<file path="config.mk">
export PLATFORM = sky130hd
export DESIGN_NAME = bresenham_line_rasterizer_core
export DESIGN_NICKNAME = d
export VERILOG_FILES = /design/src/design/bres_pkg.sv /design/src/design/bres_front.sv /design/src/design/bres_cmd_fifo.sv /design/src/design/bres_walk.sv /design/src/design/bresenham_line_rasterizer_core.sv
export VERILOG_INCLUDE_DIRS = /design/src /design/src/design
export SDC_FILE = /design/constraint.sdc
export NUM_CORES = 1
export LEC_CHECK = 0
export BUFFER_PORTS_ARGS = -buffer_cell sky130_fd_sc_hd__buf_2
export CAP_MARGIN = 40
export CORE_ASPECT_RATIO = 0.7
export CORE_MARGIN = 2
export CORE_UTILIZATION = 40
export DETAILED_ROUTE_END_ITERATION = 16
export MAX_ROUTING_LAYER = met4
export SLEW_MARGIN = 20
export SYNTH_ARGS = -nofsm -noshare
export SYNTH_HDL_FRONTEND = slang
export SYNTH_SLANG_ARGS = --single-unit
</file>
<file path="constraint.sdc">
create_clock -name clk_i -period 3.7 [get_ports clk_i]
set_input_delay 0.37 -clock clk_i [delete_from_list [all_inputs] [get_ports clk_i]]
set_output_delay 0.37 -clock clk_i [all_outputs]
set_load 0.005 [all_outputs]
</file>
<file path="src/design/assert_macros.svh">
// assertion macros used by the rtl top level
`ifndef ASSERT_MACROS_SVH
`define ASSERT_MACROS_SVH

`ifndef SYNTHESIS

// property must hold at every clock edge outside reset
`define ASSERT_ALWAYS(lbl, clk, rst_n, prop) \
  lbl: assert property (@(posedge clk) disable iff (!rst_n) (prop)) \
    else $error("assertion failed");

// condition must never be seen at a clock edge outside reset
`define ASSERT_NEVER(lbl, clk, rst_n, cond) \
  lbl: assert property (@(posedge clk) disable iff (!rst_n) !(cond)) \
    else $error("forbidden condition seen");

`else

`define ASSERT_ALWAYS(lbl, clk, rst_n, prop)
`define ASSERT_NEVER(lbl, clk, rst_n, cond)

`endif

`endif

</file>
<file path="src/design/bres_pkg.sv">
// package with widths, types and helpers of the line rasteriser
`timescale 1ns / 1ps
`default_nettype none

package bres_pkg;

  localparam int CANVAS_SIZE = 64;
  localparam int COORD_W     = 6;
  localparam int DELTA_W     = COORD_W + 1;
  localparam int ERR_W       = COORD_W + 2;
  localparam int CNT_W       = (CANVAS_SIZE > 2) ? $clog2(CANVAS_SIZE) : 1;
  localparam int FIFO_DEPTH  = 2;
  localparam int PTR_W       = (FIFO_DEPTH > 2) ? $clog2(FIFO_DEPTH) : 1;

  localparam logic [COORD_W-1:0] COORD_MAX = COORD_W'(CANVAS_SIZE - 1);
  localparam logic [CNT_W-1:0]   CNT_MAX   = CNT_W'(CANVAS_SIZE - 1);

  // one classified line, ready to walk
  typedef struct packed {
    logic               y_is_major;
    logic               minor_dir_negative;
    logic [COORD_W-1:0] major_pos;
    logic [COORD_W-1:0] major_end;
    logic [COORD_W-1:0] minor_pos;
    logic [DELTA_W-1:0] major_delta;
    logic [DELTA_W-1:0] minor_delta;
  } bres_cmd_t;

  // walker status seen by the top level
  typedef struct packed {
    logic               active;
    logic               emit_last;
    logic [COORD_W-1:0] major_pos;
    logic [COORD_W-1:0] major_end;
  } bres_walk_status_t;

  function automatic logic [COORD_W-1:0] clamp_coord(input logic [COORD_W-1:0] v);
    clamp_coord = (v > COORD_MAX) ? COORD_MAX : v;
  endfunction

  function automatic logic [COORD_W-1:0] abs_diff(input logic [COORD_W-1:0] a,
                                                  input logic [COORD_W-1:0] b);
    abs_diff = (a > b) ? (a - b) : (b - a);
  endfunction

endpackage

`default_nettype wire

</file>
<file path="src/design/bres_front.sv">
// front end: takes line requests, clamps and classifies them into walk commands
`timescale 1ns / 1ps
`default_nettype none

module bres_front import bres_pkg::*; (
  input  logic               in_valid_i,
  output logic               in_stall_o,
  input  logic [COORD_W-1:0] start_x_i,
  input  logic [COORD_W-1:0] start_y_i,
  input  logic [COORD_W-1:0] end_x_i,
  input  logic [COORD_W-1:0] end_y_i,
  input  logic               fifo_full_i,
  output logic               push_o,
  output bres_cmd_t          cmd_o
);

  logic [COORD_W-1:0] ax, ay, bx, by;
  logic [COORD_W-1:0] min_end;
  logic               x_major;

  always_comb begin
    ax = clamp_coord(start_x_i);
    ay = clamp_coord(start_y_i);
    bx = clamp_coord(end_x_i);
    by = clamp_coord(end_y_i);
    x_major = abs_diff(ax, bx) > abs_diff(ay, by);

    cmd_o = '0;
    cmd_o.y_is_major = !x_major;
    if (x_major) begin
      if (ax < bx) begin
        cmd_o.major_pos = ax; cmd_o.major_end = bx; cmd_o.minor_pos = ay; min_end = by;
      end else begin
        cmd_o.major_pos = bx; cmd_o.major_end = ax; cmd_o.minor_pos = by; min_end = ay;
      end
    end else begin
      if (ay < by) begin
        cmd_o.major_pos = ay; cmd_o.major_end = by; cmd_o.minor_pos = ax; min_end = bx;
      end else begin
        cmd_o.major_pos = by; cmd_o.major_end = ay; cmd_o.minor_pos = bx; min_end = ax;
      end
    end
    cmd_o.major_delta        = {1'b0, cmd_o.major_end - cmd_o.major_pos};
    cmd_o.minor_delta        = {1'b0, abs_diff(cmd_o.minor_pos, min_end)};
    cmd_o.minor_dir_negative = min_end < cmd_o.minor_pos;
  end

  assign in_stall_o = fifo_full_i;
  assign push_o     = in_valid_i && !fifo_full_i;

endmodule

`default_nettype wire

</file>
<file path="src/design/bres_cmd_fifo.sv">
// short command queue between front end and walker
`timescale 1ns / 1ps
`default_nettype none

module bres_cmd_fifo import bres_pkg::*; (
  input  logic      clk_i,
  input  logic      rst_ni,
  input  logic      push_i,
  input  bres_cmd_t push_data_i,
  input  logic      pop_i,
  output bres_cmd_t pop_data_o,
  output logic      full_o,
  output logic      empty_o,
  output logic [PTR_W:0] count_o
);

  bres_cmd_t        mem_q [FIFO_DEPTH];
  logic [PTR_W-1:0] wr_ptr_q, wr_ptr_d;
  logic [PTR_W-1:0] rd_ptr_q, rd_ptr_d;
  logic [PTR_W:0]   cnt_q, cnt_d;

  assign full_o     = cnt_q == (PTR_W + 1)'(FIFO_DEPTH);
  assign empty_o    = cnt_q == '0;
  assign count_o    = cnt_q;
  assign pop_data_o = mem_q[rd_ptr_q];

  always_comb begin
    wr_ptr_d = push_i ? wr_ptr_q + 1'b1 : wr_ptr_q;
    rd_ptr_d = pop_i  ? rd_ptr_q + 1'b1 : rd_ptr_q;
    cnt_d    = cnt_q;
    if (push_i && !pop_i) begin
      cnt_d = cnt_q + 1'b1;
    end else if (pop_i && !push_i) begin
      cnt_d = cnt_q - 1'b1;
    end
  end

  always_ff @(posedge clk_i or negedge rst_ni) begin
    if (!rst_ni) begin
      wr_ptr_q <= '0;
      rd_ptr_q <= '0;
      cnt_q    <= '0;
    end else begin
      wr_ptr_q <= wr_ptr_d;
      rd_ptr_q <= rd_ptr_d;
      cnt_q    <= cnt_d;
    end
  end

  always_ff @(posedge clk_i) begin
    if (push_i) begin
      mem_q[wr_ptr_q] <= push_data_i;
    end
  end

endmodule

`default_nettype wire

</file>
<file path="src/design/bres_walk.sv">
// back end: walks one line a pixel per cycle, while the output is not stalled, into the output register
`timescale 1ns / 1ps
`default_nettype none

module bres_walk import bres_pkg::*; (
  input  logic               clk_i,
  input  logic               rst_ni,
  input  logic               fifo_empty_i,
  input  bres_cmd_t          cmd_i,
  output logic               pop_o,
  output logic               out_valid_o,
  input  logic               out_stall_i,
  output logic [COORD_W-1:0] pixel_x_o,
  output logic [COORD_W-1:0] pixel_y_o,
  output logic               last_pixel_o,
  output bres_walk_status_t  status_o
);

  logic                      active_q, active_d;
  logic                      ymaj_q, neg_q;
  logic [COORD_W-1:0]        maj_q, maj_end_q, min_q;
  logic [DELTA_W-1:0]        maj_delta_q, min_delta_q;
  logic signed [ERR_W-1:0]   err_q, err_sum, err_next;
  logic [CNT_W-1:0]          cnt_q;
  logic                      out_valid_q, out_valid_d;
  logic [COORD_W-1:0]        px_q, py_q;
  logic                      last_q;
  logic                      is_last, emit, step_minor;

  always_comb begin
    is_last    = (maj_q == maj_end_q) || (cnt_q == CNT_MAX);
    emit       = active_q && (!out_valid_q || !out_stall_i);
    pop_o      = !active_q && !fifo_empty_i;
    err_sum    = err_q + $signed({1'b0, min_delta_q});
    // twice the error against the major delta, one bit wider
    step_minor = $signed({err_sum, 1'b0}) >= $signed({2'b00, maj_delta_q});
    err_next   = step_minor ? err_sum - $signed({1'b0, maj_delta_q}) : err_sum;

    active_d = active_q;
    if (pop_o) begin
      active_d = 1'b1;
    end else if (emit && is_last) begin
      active_d = 1'b0;
    end

    out_valid_d = out_valid_q;
    if (emit) begin
      out_valid_d = 1'b1;
    end else if (!out_stall_i) begin
      out_valid_d = 1'b0;
    end
  end

  always_ff @(posedge clk_i or negedge rst_ni) begin
    if (!rst_ni) begin
      active_q    <= 1'b0;
      out_valid_q <= 1'b0;
    end else begin
      active_q    <= active_d;
      out_valid_q <= out_valid_d;
    end
  end

  // walk state and pixel register
  always_ff @(posedge clk_i) begin
    if (pop_o) begin
      ymaj_q      <= cmd_i.y_is_major;
      neg_q       <= cmd_i.minor_dir_negative;
      maj_q       <= cmd_i.major_pos;
      maj_end_q   <= cmd_i.major_end;
      min_q       <= cmd_i.minor_pos;
      maj_delta_q <= cmd_i.major_delta;
      min_delta_q <= cmd_i.minor_delta;
      err_q       <= '0;
      cnt_q       <= '0;
    end else if (emit && !is_last) begin
      err_q <= err_next;
      cnt_q <= cnt_q + 1'b1;
      maj_q <= maj_q + 1'b1;
      if (step_minor) begin
        min_q <= neg_q ? min_q - 1'b1 : min_q + 1'b1;
      end
    end
    if (emit) begin
      px_q   <= ymaj_q ? min_q : maj_q;
      py_q   <= ymaj_q ? maj_q : min_q;
      last_q <= is_last;
    end
  end

  assign out_valid_o  = out_valid_q;
  assign pixel_x_o    = px_q;
  assign pixel_y_o    = py_q;
  assign last_pixel_o = last_q;

  assign status_o.active    = active_q;
  assign status_o.emit_last = emit && is_last;
  assign status_o.major_pos = maj_q;
  assign status_o.major_end = maj_end_q;

endmodule

`default_nettype wire

</file>
<file path="src/design/bresenham_line_rasterizer_core.sv">
// top level of the line rasteriser: front end, command queue and pixel walker
// a request goes through the command queue and the walker state before its first pixel is in the output register
// throughput: one pixel per cycle while unstalled; a line gives major delta + 1 pixels
//   (1 to 64), and the walker loads its next line from the command queue only once idle
// the front end accepts requests while the two-entry command queue has room
// reset (rst_ni low, asynchronous) empties the queue and the walker, output not valid
`timescale 1ns / 1ps
`default_nettype none

`include "assert_macros.svh"

module bresenham_line_rasterizer_core import bres_pkg::*; (
  input  logic               clk_i,
  input  logic               rst_ni,
  // line request channel
  input  logic               in_valid_i,
  output logic               in_stall_o,
  input  logic [COORD_W-1:0] start_x_i,
  input  logic [COORD_W-1:0] start_y_i,
  input  logic [COORD_W-1:0] end_x_i,
  input  logic [COORD_W-1:0] end_y_i,
  // pixel channel
  output logic               out_valid_o,
  input  logic               out_stall_i,
  output logic [COORD_W-1:0] pixel_x_o,
  output logic [COORD_W-1:0] pixel_y_o,
  output logic               last_pixel_o
);

  // front end to queue
  logic              push;
  bres_cmd_t         push_cmd;
  logic              fifo_full;
  // queue to walker
  logic              pop;
  bres_cmd_t         pop_cmd;
  logic              fifo_empty;
  logic [PTR_W:0]    fifo_count;
  bres_walk_status_t walk_status;

  // clamps coordinates, picks the major axis and orders the endpoints
  bres_front u_front (
    .in_valid_i  (in_valid_i),
    .in_stall_o  (in_stall_o),
    .start_x_i   (start_x_i),
    .start_y_i   (start_y_i),
    .end_x_i     (end_x_i),
    .end_y_i     (end_y_i),
    .fifo_full_i (fifo_full),
    .push_o      (push),
    .cmd_o       (push_cmd)
  );

  // decouples request acceptance from the pixel walk
  bres_cmd_fifo u_fifo (
    .clk_i       (clk_i),
    .rst_ni      (rst_ni),
    .push_i      (push),
    .push_data_i (push_cmd),
    .pop_i       (pop),
    .pop_data_o  (pop_cmd),
    .full_o      (fifo_full),
    .empty_o     (fifo_empty),
    .count_o     (fifo_count)
  );

  // error-term walk, one pixel per cycle while the output is not stalled, into a registered output
  bres_walk u_walk (
    .clk_i        (clk_i),
    .rst_ni       (rst_ni),
    .fifo_empty_i (fifo_empty),
    .cmd_i        (pop_cmd),
    .pop_o        (pop),
    .out_valid_o  (out_valid_o),
    .out_stall_i  (out_stall_i),
    .pixel_x_o    (pixel_x_o),
    .pixel_y_o    (pixel_y_o),
    .last_pixel_o (last_pixel_o),
    .status_o     (walk_status)
  );

  // queue occupancy never goes past its depth
  `ASSERT_NEVER(a_fifo_bound, clk_i, rst_ni, fifo_count > (PTR_W + 1)'(FIFO_DEPTH))
  // the walk never overruns the end of the major axis
  `ASSERT_NEVER(a_walk_in_range, clk_i, rst_ni,
                walk_status.active && (walk_status.major_pos > walk_status.major_end))
  // emitting the final pixel retires the line and shows it as last
  `ASSERT_ALWAYS(a_last_retires, clk_i, rst_ni,
                 walk_status.emit_last |=> (!walk_status.active && out_valid_o && last_pixel_o))

endmodule

`default_nettype wire

</file>
==> qor.csv <==
stage;metric;value;unit
detailed_routing;via count;6568;
cts;Clk Latency, worst-skew pair;0.41;ns
logic_synthesis;#FFs+latches synth;129;
floorplanning;Die Ht;125;microns
timing;Worst Clk Skew;0.0102;ns
cts;clk root buf;clkbuf_16;
setup_path;Crit path largest cell delay;0.41;ns
hold_path;HP Class;input port to register;
placement;port bufs;42;
logic_synthesis;Cells after Synth;790;
outcome;violations in the final reports;negative setup slack;
detailed_routing;Total Wirelength;20.4;mm
cts;CTS tree;yes;
hold_path;hold_sp;out_stall_i;
placement;DP HPWL;14.7;mm
layout;most frequent cells in the layout;buf_4 (178), edfxtp_1 (109), a21oi_1 (55);
cts;H-tree levels;4;
setup_path;crit-path max FO;4;
cts;clock buffer depth;2;
logic_synthesis;syn_nets;890;
logic_synthesis;ranking of synthesized cells by area;edfxtp_1 (39%), ha_1 (9.7%), mux2_2 (4.3%), xnor2_1 (4.0%), a21oi_1 (3.7%);
setup_path;slowest library cell on the worst path;o32a_4;
grt;gr usage total;0.197;
timing;Slew HR;0.587;
setup_path;Worst path most repeated cell;buf_4;
hold_path;hold depth;3;
cts;CTS sink count;129;
floorplanning;initial core utilization;0.406;
setup_path;CP startpoint kind;input port;
timing;fin. max-slew vios;0;
detailed_routing;routed wire length per instance;16.0;microns
run;Max Cap Viol;0;
floorplanning;I/O pin count;43;
setup_path;Critical Path Sink Type;register;
timing;Setup-failing EPs final;32;
timing;Final Cycle Share;1.33;
timing;Final WS setup;-1.22;ns
layout;Area Growth Syn to Fin;33.6;%
floorplanning;FP Rows;44;
grt;grt total ovfl;0;
floorplanning;core area;0.0207;sq mm
outcome;status;finished with violations;
setup_path;kind of critical path;input port to register;
timing;RSZ-0062 raised after global routing;yes;
placement;dpl cells;1203;
logic_synthesis;top-area cell type share of the netlist area;0.389;
layout;# diodes;0;
cts;CTS clk-pin slew, worst paths;0.06;ns
placement;GP Congestion;0.886;
setup_path;Critical Path AT;5.06;ns
grt;initial antenna violation count;0;
layout;final std cells w/o fill;1272;
hold_path;Hold EP;u_walk.out_valid_o;
pwr;worst vdd ir;0.493;mV
layout;commonest non-fill, non-tap cell in the layout;buf_4;
setup_path;Worst R2R Setup Slack;0.38;ns
setup_path;worst r2r src;u_walk.min_delta_q[0];
logic_synthesis;ys async rst share;0.0465;
layout;share of cells above drive strength 1;0.367;
detailed_routing;DRC viols;0;
detailed_routing;DR vias/cell;5.16;
timing;Final min period;4.92;ns
timing;Hold WS;0.182;ns
logic_synthesis;Unique masters post-synth;55;
logic_synthesis;Top FF cell, synth;edfxtp_1;
logic_synthesis;Synth warnings;0;
cts;Num CTS Buffers;17;
setup_path;Worst R2R End;u_walk.min_q[0];
detailed_routing;drt first-iter violations;435;
layout;Net count, final;1083;
grt;vias in the first global route;6461;
floorplanning;DIE WIDTH;177;microns
logic_synthesis;post-synthesis sequential area ratio;0.440;
detailed_routing;Routed Antenna Nets;0;
grt;largest net degree at the start of global routing;46;
pwr;Leak;0.00472;uW
setup_path;Critical Path RT;3.84;ns
floorplanning;die area;0.0222;sq mm
detailed_routing;drt pass-1 iters;5;
timing;Final Hold Fails;0;
logic_synthesis;mapped cell area;0.00841;sq mm
logic_synthesis;largest area contributor in the netlist;edfxtp_1;
timing;Fmax;203;MHz
logic_synthesis;Post-synth EDFFs;109;
timing;Slew @ Worst Pin;0.619;ns
setup_path;path depth of the worst reg2reg path;11;
logic_synthesis;syn avg cell area;10.6;sq um
grt;first-pass GRT wire length;33.6;mm
pwr;P per Cell Area;953;mW/mm^2
==> sequential cells by signal (all words and copies together) (netlist names), 2 cells and up <==
name	cells
u_walk.min_delta_q	6
u_walk.min_q	6
u_walk.err_q	8
u_walk.maj_end_q	6
u_fifo.mem_q	64
u_walk.cnt_q	6
u_walk.pixel_x_o	6
u_fifo.count_o	2
u_walk.maj_q	6
u_walk.pixel_y_o	6
u_walk.maj_delta_q	6
==> routing by layer <==
metal  part of all wire  GRT usage
met1               0.51      0.288
met2               0.45      0.288
met3              0.033     0.0359
met4             0.0043     0.0338
met5                  0          -
==> worst max-delay path by stage <==
| stage | from | endpoint | cells after the start |
|---|---|---|---|
| floorplan | end_x_i[1] | u_fifo.mem_q[0][5] | 28 |
| global placement | start_x_i[1] | u_fifo.mem_q[0][5] | 27 |
| detailed placement | start_x_i[1] | u_fifo.mem_q[0][5] | 26 |
| CTS | start_y_i[0] | u_fifo.mem_q[0][5] | 28 |
| global route | start_y_i[0] | u_fifo.mem_q[1][5] | 28 |
| finish | start_y_i[1] | u_fifo.mem_q[1][4] | 29 |
==> report_power, final <==
part | switching, uW | internal, uW
sequential | 240 | 2570
clock | 622 | 1020
combinational | 3060 | 3200
total | 3920 | 6790
==> stage by stage <==
| stage | utilization | worst slack (ns) | cell area, sq um | setup TNS (ns) | power, uW |
|---|---|---|---|---|---|
| CTS | 0.531 | -1.11 | 11000 | -18.11 | 10300 |
| detailed placement | 0.479 | -1.87 | 9920 | -49.89 | 8210 |
| global route | 0.543 | -1.46 | 11200 | -29.36 | 11500 |
| global placement | 0.479 | -1.73 | 9920 | -44.55 | 8100 |
| finish | 0.543 | -1.22 | 11200 | -22.37 | 10700 |
| floorplan | - | -1.84 | 8530 | -28.17 | 6410 |
==> cells by family (layout without fill, tap and decap cells) <==
group / after synthesis / count (layout) / synth area share
multiplexers: 60 / 60 / 0.0761
flip-flops: 129 / 129 / 0.440
adder cells (fa/ha/maj): 73 / 73 / 0.115
AND/OR/NAND/NOR: 157 / 157 / 0.0935
AO/OA/AOI/OAI: 207 / 207 / 0.164
buffers and inverters: 108 / 314 / 0.0537
XOR/XNOR: 56 / 56 / 0.0583
==> final cells by class <==
class | count | area (sq um)
inverters | 54 | 210
clock inverters | 9 | 61.3
multi-input cells | 553 | 4700
fillers | 1843 | 9460
repair buffers | 228 | 1690
clock buffers | 23 | 532
well taps | 276 | 345
flip-flops and latches | 129 | 3700
==> cell usage after synthesis, drive strengths merged (6+ instances only) <==
cell / count
xor2: 18
xnor2: 38
o21ai: 21
ha: 65
edfxtp: 109
o21a: 7
nand3: 9
a22oi: 24
nand2: 37
a211oi: 7
nor2b: 12
mux2: 32
a21oi: 63
fa: 7
dfrtp: 6
a21o: 18
nand3b: 26
o211ai: 6
mux2i: 28
dfxtp: 14
a31oi: 27
a22o: 18
clkbuf: 40
inv: 54
nand4: 6
nor2: 52
buf: 14
==> timing repair <==
item | 4_1_cts | 5_1_grt
hold endpoints to repair | 6 | 0
pin swaps | 26 | 12
buffers inserted | 28 | 9
resized for setup | 55 | 34
endpoints found under the setup margin | 40 | 40
hold buffers | 1 | 0
==> worst max-delay path, delay by kind of cell <==
kind	cells	cell delay [ns]
fa+ha+maj	4	0.94
mux	2	0.38
buf+inv	8	0.93
simple gates	4	0.37
xor+xnor	3	0.47
compound gates	8	1.59
(Power assumes the default switching activity.)
